### config.mk
export PLATFORM = sky130hd
export DESIGN_NAME = hsv_to_rgb_converter
export DESIGN_NICKNAME = d
export VERILOG_FILES = /design/src/design/hsvrgb_pkg.sv /design/src/design/hsvrgb_front.sv /design/src/design/hsvrgb_mul.sv /design/src/design/hsvrgb_mix.sv /design/src/design/hsv_to_rgb_converter.sv
export SDC_FILE = /design/constraint.sdc
export NUM_CORES = 2
export LEC_CHECK = 0
export ABC_AREA = 1
export BUFFER_PORTS_ARGS = -buffer_cell sky130_fd_sc_hd__buf_2
export CELL_PAD_IN_SITES_DETAIL_PLACEMENT = 0
export CELL_PAD_IN_SITES_GLOBAL_PLACEMENT = 1
export CORE_ASPECT_RATIO = 1.1
export CORE_UTILIZATION = 45
export CTS_CLUSTER_SIZE = 30
export DETAILED_ROUTE_END_ITERATION = 10
export HOLD_SLACK_MARGIN = 0.02
export PLACE_DENSITY_LB_ADDON = 0.15
export SYNTH_ARGS = -nofsm -noshare
export SYNTH_HDL_FRONTEND = slang
export SYNTH_HIERARCHICAL = 1
export SYNTH_SLANG_ARGS = --single-unit
### constraint.sdc
create_clock -name clk_i -period 6.2 [get_ports clk_i]
set_input_delay 0.31 -clock clk_i [delete_from_list [all_inputs] [get_ports clk_i]]
set_output_delay 0.31 -clock clk_i [all_outputs]
set_load 0.03 [all_outputs]
### src/design/hsvrgb_pkg.sv
// ----------------------------------------------------------------------------
// hsvrgb_pkg
// Shared types, constants and helpers of the HSV to RGB converter pipeline.
// ----------------------------------------------------------------------------
package hsvrgb_pkg;

  localparam int unsigned FRAC_BITS = 16;
  localparam int unsigned IN_W      = FRAC_BITS + 1;
  localparam int unsigned PROD_W    = 2 * IN_W;

  localparam logic [IN_W-1:0] FX_ONE = IN_W'(1) << FRAC_BITS;

  // hue sectors, sixths of a turn
  localparam logic [2:0] SEC_RED     = 3'd0;
  localparam logic [2:0] SEC_YELLOW  = 3'd1;
  localparam logic [2:0] SEC_GREEN   = 3'd2;
  localparam logic [2:0] SEC_CYAN    = 3'd3;
  localparam logic [2:0] SEC_BLUE    = 3'd4;

  typedef struct packed {
    logic [IN_W-1:0] hue;
    logic [IN_W-1:0] saturation;
    logic [IN_W-1:0] brightness;
  } hsv_t;

  typedef struct packed {
    logic [7:0] red;
    logic [7:0] green;
    logic [7:0] blue;
  } rgb_t;

  typedef struct packed {
    logic [2:0]           sector;
    logic                 grey;
    logic [IN_W-1:0]      sat;
    logic [IN_W-1:0]      val;
    logic [FRAC_BITS-1:0] ff;
    logic [IN_W-1:0]      one_minus_ff;
    logic [IN_W-1:0]      one_minus_s;
  } front_t;

  typedef struct packed {
    logic [2:0]      sector;
    logic            grey;
    logic [IN_W-1:0] val;
    logic [IN_W-1:0] p;
    logic [IN_W-1:0] kq;
    logic [IN_W-1:0] kt;
  } scale_t;

  typedef struct packed {
    logic [2:0]      sector;
    logic            grey;
    logic [IN_W-1:0] val;
    logic [IN_W-1:0] p;
    logic [IN_W-1:0] q;
    logic [IN_W-1:0] t;
  } chan_t;

  // product of two fractions, truncated back to the fraction grid
  function automatic logic [IN_W-1:0] fx_mul(input logic [IN_W-1:0] a,
                                             input logic [IN_W-1:0] b);
    logic [PROD_W-1:0] prod;
    prod = PROD_W'(a) * PROD_W'(b);
    return prod[FRAC_BITS +: IN_W];
  endfunction

  // floor(255 * x) for a fraction x in [0, 1]
  function automatic logic [7:0] to_byte(input logic [IN_W-1:0] x);
    logic [IN_W+7:0] prod;
    prod = {x, 8'h00} - (IN_W+8)'(x);
    return prod[FRAC_BITS +: 8];
  endfunction

endpackage

### src/design/hsvrgb_front.sv
// ----------------------------------------------------------------------------
// hsvrgb_front
// Input stage: saturates the beat, takes a hue of one or more to zero and splits it
// into sector and fraction.
// ----------------------------------------------------------------------------
module hsvrgb_front import hsvrgb_pkg::*; (
  input  logic   clk_i,
  input  logic   rst_ni,
  input  logic   valid_i,
  input  hsv_t   hsv_i,
  output logic   valid_o,
  output front_t front_o
);

  logic [FRAC_BITS-1:0] hue;
  logic [FRAC_BITS+2:0] hue6;
  logic [IN_W-1:0]      sat;
  logic [IN_W-1:0]      val;
  front_t               front_d, front_q;
  logic                 valid_q;

  always_comb begin
    hue  = (hsv_i.hue >= FX_ONE) ? '0 : hsv_i.hue[FRAC_BITS-1:0];
    sat  = (hsv_i.saturation > FX_ONE) ? FX_ONE : hsv_i.saturation;
    val  = (hsv_i.brightness > FX_ONE) ? FX_ONE : hsv_i.brightness;
    hue6 = ((FRAC_BITS+3)'(hue) << 2) + ((FRAC_BITS+3)'(hue) << 1);

    front_d.sector       = hue6[FRAC_BITS +: 3];
    front_d.grey         = (sat == '0);
    front_d.sat          = sat;
    front_d.val          = val;
    front_d.ff           = hue6[FRAC_BITS-1:0];
    front_d.one_minus_ff = FX_ONE - IN_W'(hue6[FRAC_BITS-1:0]);
    front_d.one_minus_s  = FX_ONE - sat;
  end

  always_ff @(posedge clk_i or negedge rst_ni) begin
    if (!rst_ni) begin
      valid_q <= 1'b0;
    end else begin
      valid_q <= valid_i;
    end
  end

  always_ff @(posedge clk_i) begin
    front_q <= front_d;
  end

  assign valid_o = valid_q;
  assign front_o = front_q;

endmodule

### src/design/hsvrgb_mul.sv
// ----------------------------------------------------------------------------
// hsvrgb_mul
// Two multiply stages: s*ff, s*(1-ff) and p, then q and t from the value.
// ----------------------------------------------------------------------------
module hsvrgb_mul import hsvrgb_pkg::*; (
  input  logic   clk_i,
  input  logic   rst_ni,
  input  logic   valid_i,
  input  front_t front_i,
  output logic   valid_o,
  output chan_t  chan_o
);

  scale_t scale_d, scale_q;
  chan_t  chan_d, chan_q;
  logic   valid1_q, valid2_q;

  always_comb begin
    scale_d.sector = front_i.sector;
    scale_d.grey   = front_i.grey;
    scale_d.val    = front_i.val;
    scale_d.p      = fx_mul(front_i.val, front_i.one_minus_s);
    scale_d.kq     = FX_ONE - fx_mul(front_i.sat, IN_W'(front_i.ff));
    scale_d.kt     = FX_ONE - fx_mul(front_i.sat, front_i.one_minus_ff);
  end

  always_comb begin
    chan_d.sector = scale_q.sector;
    chan_d.grey   = scale_q.grey;
    chan_d.val    = scale_q.val;
    chan_d.p      = scale_q.p;
    chan_d.q      = fx_mul(scale_q.val, scale_q.kq);
    chan_d.t      = fx_mul(scale_q.val, scale_q.kt);
  end

  always_ff @(posedge clk_i or negedge rst_ni) begin
    if (!rst_ni) begin
      valid1_q <= 1'b0;
      valid2_q <= 1'b0;
    end else begin
      valid1_q <= valid_i;
      valid2_q <= valid1_q;
    end
  end

  always_ff @(posedge clk_i) begin
    scale_q <= scale_d;
    chan_q  <= chan_d;
  end

  assign valid_o = valid2_q;
  assign chan_o  = chan_q;

endmodule

### src/design/hsvrgb_mix.sv
// ----------------------------------------------------------------------------
// hsvrgb_mix
// Output stage: picks the channel permutation of the sector, or the value on all
// channels for grey, and scales each channel to a byte.
// ----------------------------------------------------------------------------
module hsvrgb_mix import hsvrgb_pkg::*; (
  input  logic  clk_i,
  input  logic  rst_ni,
  input  logic  valid_i,
  input  chan_t chan_i,
  output logic  valid_o,
  output rgb_t  rgb_o
);

  logic [IN_W-1:0] r, g, b;
  rgb_t            rgb_d, rgb_q;
  logic            valid_q;

  always_comb begin
    case (chan_i.sector)
      SEC_RED: begin
        r = chan_i.val; g = chan_i.t;   b = chan_i.p;
      end
      SEC_YELLOW: begin
        r = chan_i.q;   g = chan_i.val; b = chan_i.p;
      end
      SEC_GREEN: begin
        r = chan_i.p;   g = chan_i.val; b = chan_i.t;
      end
      SEC_CYAN: begin
        r = chan_i.p;   g = chan_i.q;   b = chan_i.val;
      end
      SEC_BLUE: begin
        r = chan_i.t;   g = chan_i.p;   b = chan_i.val;
      end
      default: begin
        r = chan_i.val; g = chan_i.p;   b = chan_i.q;
      end
    endcase
    if (chan_i.grey) begin
      r = chan_i.val;
      g = chan_i.val;
      b = chan_i.val;
    end
    rgb_d.red   = to_byte(r);
    rgb_d.green = to_byte(g);
    rgb_d.blue  = to_byte(b);
  end

  always_ff @(posedge clk_i or negedge rst_ni) begin
    if (!rst_ni) begin
      valid_q <= 1'b0;
    end else begin
      valid_q <= valid_i;
    end
  end

  always_ff @(posedge clk_i) begin
    rgb_q <= rgb_d;
  end

  assign valid_o = valid_q;
  assign rgb_o   = rgb_q;

endmodule

### src/design/hsv_to_rgb_converter.sv
// A colour passes the front, scale, channel and mix registers from start_i to done_o.
// Throughput: one colour per clock; four register stages, one beat each.
// busy_o stays low: the pipeline has no stall path and the receiver cannot stall.
// Reset clears the stage valid bits only; no beat is in flight after reset.
// ----------------------------------------------------------------------------
// hsv_to_rgb_converter
// HSV to 8-bit RGB colour conversion, pipelined over four stages.
// ----------------------------------------------------------------------------
module hsv_to_rgb_converter import hsvrgb_pkg::*; (
  input  logic clk_i,
  input  logic rst_ni,
  input  logic start_i,
  input  hsv_t hsv_i,
  output logic busy_o,
  output logic done_o,
  output rgb_t rgb_o
);

  logic   front_valid;
  front_t front;
  logic   chan_valid;
  chan_t  chan;

  assign busy_o = 1'b0;

  hsvrgb_front u_front (
    .clk_i   (clk_i),
    .rst_ni  (rst_ni),
    .valid_i (start_i),
    .hsv_i   (hsv_i),
    .valid_o (front_valid),
    .front_o (front)
  );

  hsvrgb_mul u_mul (
    .clk_i   (clk_i),
    .rst_ni  (rst_ni),
    .valid_i (front_valid),
    .front_i (front),
    .valid_o (chan_valid),
    .chan_o  (chan)
  );

  hsvrgb_mix u_mix (
    .clk_i   (clk_i),
    .rst_ni  (rst_ni),
    .valid_i (chan_valid),
    .chan_i  (chan),
    .valid_o (done_o),
    .rgb_o   (rgb_o)
  );

endmodule

### Word level (Yosys, flattened, before mapping)

Index checks and enable logic that the tools add are counted.

| storage, ports and cells | value |
|---|---|
| input port bits | 54 |
| output and inout port bits | 26 |
| register bits after elaboration | 260 |

| operators by class | value |
|---|---|
| multiplexer cells | 8 |
| equal/unequal tests | 4 |
| order comparisons | 3 |
| multipliers | 5 |
| reduce and logical (&&, ||, !) cells | 6 |
| add/sub/neg operators | 8 |

Operator list:

| operator | number |
|---|---|
| one-hot mux 17 bit (3 select lines) | 3 |
| multiplier 17 x 17 -> 33 bit | 4 |
| subtractor 24 x 17 -> 24 bit | 3 |
| two-way mux 17 bit | 4 |
| subtractor 17 bit, first input constant | 3 |
| > comparator 17 bit, second input constant | 2 |
| multiplier 17 x 16 -> 33 bit | 1 |
| adder 18 x 17 -> 19 bit | 1 |
| greater-or-equal comparator 17 bit, second input constant | 1 |
| logical NOT 17 bit | 1 |
| subtractor 17 x 16 -> 17 bit, first input constant | 1 |
| two-way mux 16 bit | 1 |
| OR reduction 2 bit | 4 |
| equality test 3 x 2 -> 1 bit, second input constant | 2 |
| equality test 3 x 1 -> 1 bit, second input constant | 1 |
| equality test 3 bit, second input constant | 1 |
| logical NOT 3 bit | 1 |

### Longest topological paths before layout

| depth | value |
|---|---|
| word-level depth | 5 |
| depth in mapped cells | 35 |
| mapped depth without buffers | 33 |

### Hierarchy

The synthesis kept the hierarchy.

Modules (own cells, without submodules):

| module | cells each | seq. area each (µm²) | area each (µm²) | times used |
|---|---|---|---|---|
| hsvrgb_mul | 6945 | 2932.8 | 52313.9 | 1 |
| hsvrgb_mix | 1077 | 505.5 | 5283.8 | 1 |
| hsvrgb_front | 506 | 1706.6 | 4031.4 | 1 |
| hsv_to_rgb_converter | 2 | 0.0 | 11.3 | 1 |

### Worst setup path before layout

No wires, ideal clock.

| path | value |
|---|---|
| path type | reg2reg |
| start point | reg u_front.front_q (netlist bit u_front/front_o[41]) |
| end point | reg u_mul/scale_q[33] in the netlist's numbering |
| period minus slack after synthesis | 5.980 ns |
| cell stages (with the launch flop) | 31 |
| slack | 0.220 ns |
| arrival time | 5.868 ns |
| cell sequence | dfxtp_1 > clkbuf_1 > clkbuf_1 > nand2_1 > fa_1 > inv_1 > fa_1 > inv_1 > fa_1 > inv_1 > fa_1 > fa_1 > inv_1 > fa_1 > inv_1 > ha_1 > nand2_1 > nor2_1 > inv_2 > nor2_1 > nand2_1 > nand2_1 > xnor2_1 > ha_1 > inv_1 > a21oi_2 > nand2_1 > nor2_2 > nand3_1 > nand2_1 > nand2_1 |

RTL lines:

| what | line | text |
|---|---|---|
| start, declared | hsvrgb_front.sv:19 | `front_t front_d, front_q;` |
| start signal, assigned | hsvrgb_front.sv:46 | `front_q <= front_d;` |
| end signal, assigned | hsvrgb_mul.sv:47 | `scale_q <= scale_d;` |
| end, declared | hsvrgb_mul.sv:14 | `scale_t scale_d, scale_q;` |

==> metrics.md <==
| Metric | Value |
|---|---|
| Most frequent cells in the layout | nand2_1, inv_1, fa_1 |
| Pre-CTS WS | -0.0640 ns |
| Setup TNS | 0 ns |
| Crit share post-route | 96.3% |
| CP Max Fanout | 12 |
| Root Buffer | clkbuf_16 |
| Global-route wire length before repair | between 200 and 300 mm |
| PortBufs | roughly 80 |
| Grt ovf | 0 |
| ANT nets after route | 0 |
| Drt wl/cell | 17.9 um |
| CTS buffer count | 37 |
| Reg2Reg Depth | 26 |
| Top cell type's share of synthesized area | 35.5% |
| Post-synth EDFFs | 0 |
| Drt via density | 4.95 |
| Worst Hold Class | primary input to register |
| Clk_skew | between 0.06 and 0.07 ns |
| CTS clk-pin slew, worst paths | around 0.07 ns |
| Post-synthesis cell type count | between 60 and 70 |
| Core area | 0.136 mm2 |
| Synthesized cell area | roughly 0.062 mm2 |
| Max-slew headroom | 13.8% |
| Crit Path Class | register to register |
| Crit path DAT | 6.49 ns |
| Post-synthesis sequential area ratio | approximately 8.3% |
| Cell taking the most area after synthesis | fa_1 |
| Worst r2r src | u_front/front_o[79] |
| M1 WL | 84.0 mm |
| Max-Cap Viols | 0 |
| GRT Resource Usage Total | approximately 27% |
| Final Hold Violating Endpoints | 0 |
| Final worst slack | around 0.23 ns |
| Die ar. | roughly 0.14 mm2 |
| CTS tree | done |
| Die Y | just under 400 um |
| Worst Path Required | 6.72 ns |
| Setup violators final | 0 |
| Starting Density | ~45% |
| Met2 WL | about 87 mm |
| Setup crit start kind | register |
| Mapped Cells | roughly 8500 |
| Final Routed Wirelength | between 150 and 200 mm |
| # DRC | 0 |
| Share of layout cells above drive strength 1 | under 10% |
| Status | finished, final reports clean |
| Flops & latches, synth | between 200 and 300 |
| Fmax | between 150 and 200 MHz |
| Initial DRT Pass Iterations | 6 |
| Hold path depth | 3 |
| Fin cells | between 10000 and 15000 |
| Vias in the first global route | 54000 |
| Fillers | roughly 14000 |
| Estimated wirelength of the detail-placed design | between 150 and 200 mm |
| Clock sinks | 256 |
| Min cycle time layout | about 6.0 ns |
| Hold EP | u_front/front_o[71] |
| DR top layer | met5 |
| Clock latency on the worst-skew pair | around 0.65 ns |
| Top cells by area, synth | fa_1, nand2_1, inv_1 |
| Largest net degree at the start of global routing | 36 |
| FF-to-FF setup slack | around 0.23 ns |
| Slew Viols, Final | 0 |
| Worst Max-Slew Pin Slew | around 1.3 ns |
| Worst-case clock buffer depth | 3 |
| Nets | a little over 10000 |
| Yosys warnings | 6 |
| Gpl congestion | slightly above 0.9 |
| Post-Syn Area per Cell | a little over 7 um2 |
| Layout area overhead | 9.87% |
| RSZ-0062 raised after global routing | true |
| Nature of the critical path endpoint | register |
| Reg-to-reg endpoint | u_mul/scale_q[7] |
| Fin Hold WS | 0.0648 ns |
| Starting DRT DRC Count | around 3300 |
| IO Count | 80 |
| Top_reg_cell synth | dfxtp_1 |
| Initial antenna violation count | 4 |
| HP Start | hsv_i[21] |
| Ys async rst share | around 1.6% |
| Die Wd | between 300 and 400 um |
| Placed cells | 10300 |
| Site row count | about 140 |
| Met3 Wirelength | between 10 and 15 mm |
| Vias after detailed routing | slightly above 50000 |
| Max H-tree Level | 2 |
| Commonest non-fill, non-tap cell in the layout | nand2_1 |
## per-stage QoR
step           area (um2)  utilization, %
4_1_cts             66900            49.2
2_1_floorplan       61600               -
3_5_place_dp        65200            47.9
6_report            67700            49.8
5_1_grt             67700            49.8
3_3_place_gp        65200            47.9
## timing repair
item                                    4_1_cts  5_1_grt
buffers inserted                              0       17
gates resized for setup                       2      165
hold buffers                                 28        0
hold endpoints to repair                     32        0
pin swaps                                     0       29
cloned                                        0        6
endpoints found under the setup margin       12       46
## cell type report
| type | count | area [um2] | share of cell area, % |
|---|---|---|---|
| multi-input cells | 5557 | 46600 | 68.8 |
| inverters | 2350 | 8830 | 13.0 |
| flip-flops and latches | 256 | 5220 | 7.70 |
| repair buffers | 404 | 3440 | 5.08 |
| well taps | 1800 | 2250 | 3.33 |
| clock buffers | 43 | 978 | 1.44 |
| clock inverters | 24 | 399 | 0.589 |
| diodes | 1 | 2.50 | 0.00370 |
## logic make-up (layout without fill, tap and decap cells)
kind of cell	count (synthesis)	after routing	share of synthesized area [%]
AOI/OAI and AO/OA	459	459	4.23
xor gates and xnor gates	114	114	1.67
adders and majority gates	1640	1640	46.6
buffers and inverters	2718	2821	16.7
DFF	256	256	8.35
other	2	4	0.0122
and+or+nand+nor	3341	3341	22.4
## routing by layer
| layer | track usage [%] | up-vias |
|---|---|---|
| met5 | 0 | - |
| met1 | 37.4 | 25200 |
| met3 | 3.34 | 262 |
| met4 | 6.86 | 2 |
| met2 | 46.1 | 1454 |
| li1 | - | 24700 |
## cell usage after synthesis, types with 7 or more instances
cell	number
a21oi_1	230
a31oi_1	8
buf_2	13
buf_4	11
clkbuf_1	334
dfxtp_1	252
fa_1	1092
ha_1	548
inv_1	2324
inv_2	24
nand2_1	2455
nand2_2	50
nand2_4	9
nand3_1	228
nand3_2	18
nand3b_1	14
nand4_1	71
nor2_1	364
nor2_2	24
nor2_4	20
nor3_1	43
nor4_1	14
o211ai_1	16
o21a_1	14
o21ai_0	110
o21ai_1	7
o21bai_1	16
o22ai_1	8
xnor2_1	43
xor2_1	68
## worst max-delay path, stage by stage (launching register included)
cell	delay, ns
dfxtp_4	0.37
buf_12	0.15
buf_6	0.16
nand2_1	0.07
inv_1	0.05
fa_1	0.51
inv_1	0.05
fa_2	0.52
inv_1	0.06
fa_1	0.49
fa_2	0.59
fa_1	0.42
inv_1	0.08
fa_1	0.40
inv_1	0.07
ha_2	0.30
nand2_2	0.11
inv_2	0.05
a21oi_2	0.19
o21ai_2	0.12
a21oi_4	0.18
xor2_4	0.23
buf_4	0.17
nand3_4	0.09
nor2_8	0.16
buf_4	0.14
xor2_2	0.11
## registers in the layout, indices dropped and copies added (netlist names)
| name | cells |
|---|---|
| u_front/front_o | 84 |
| u_front/valid_o | 1 |
| u_mix/rgb_o | 24 |
| u_mix/valid_o | 1 |
| u_mul/chan_d | 38 |
| u_mul/chan_o | 72 |
| u_mul/scale_q | 34 |
| u_mul/valid1_q | 1 |
| u_mul/valid_o | 1 |
## how the worst max path moves through the flow
stage,startpoint,to,cells past startpoint
finish,u_front/front_o[79],u_mul/scale_q[7],26
global route,u_front/front_o[79],u_mul/scale_q[15],28
global placement,u_front/front_o[81],u_mul/scale_q[32],25
CTS,u_front/front_o[81],u_mul/scale_q[32],28
floorplan,u_front/front_o[41],u_mul/scale_q[33],30
detailed placement,u_front/front_o[81],u_mul/scale_q[32],28
Power is left out: the tool's default activity adds up to more than one toggle a clock period on the data nets, which glitch-free logic cannot reach.
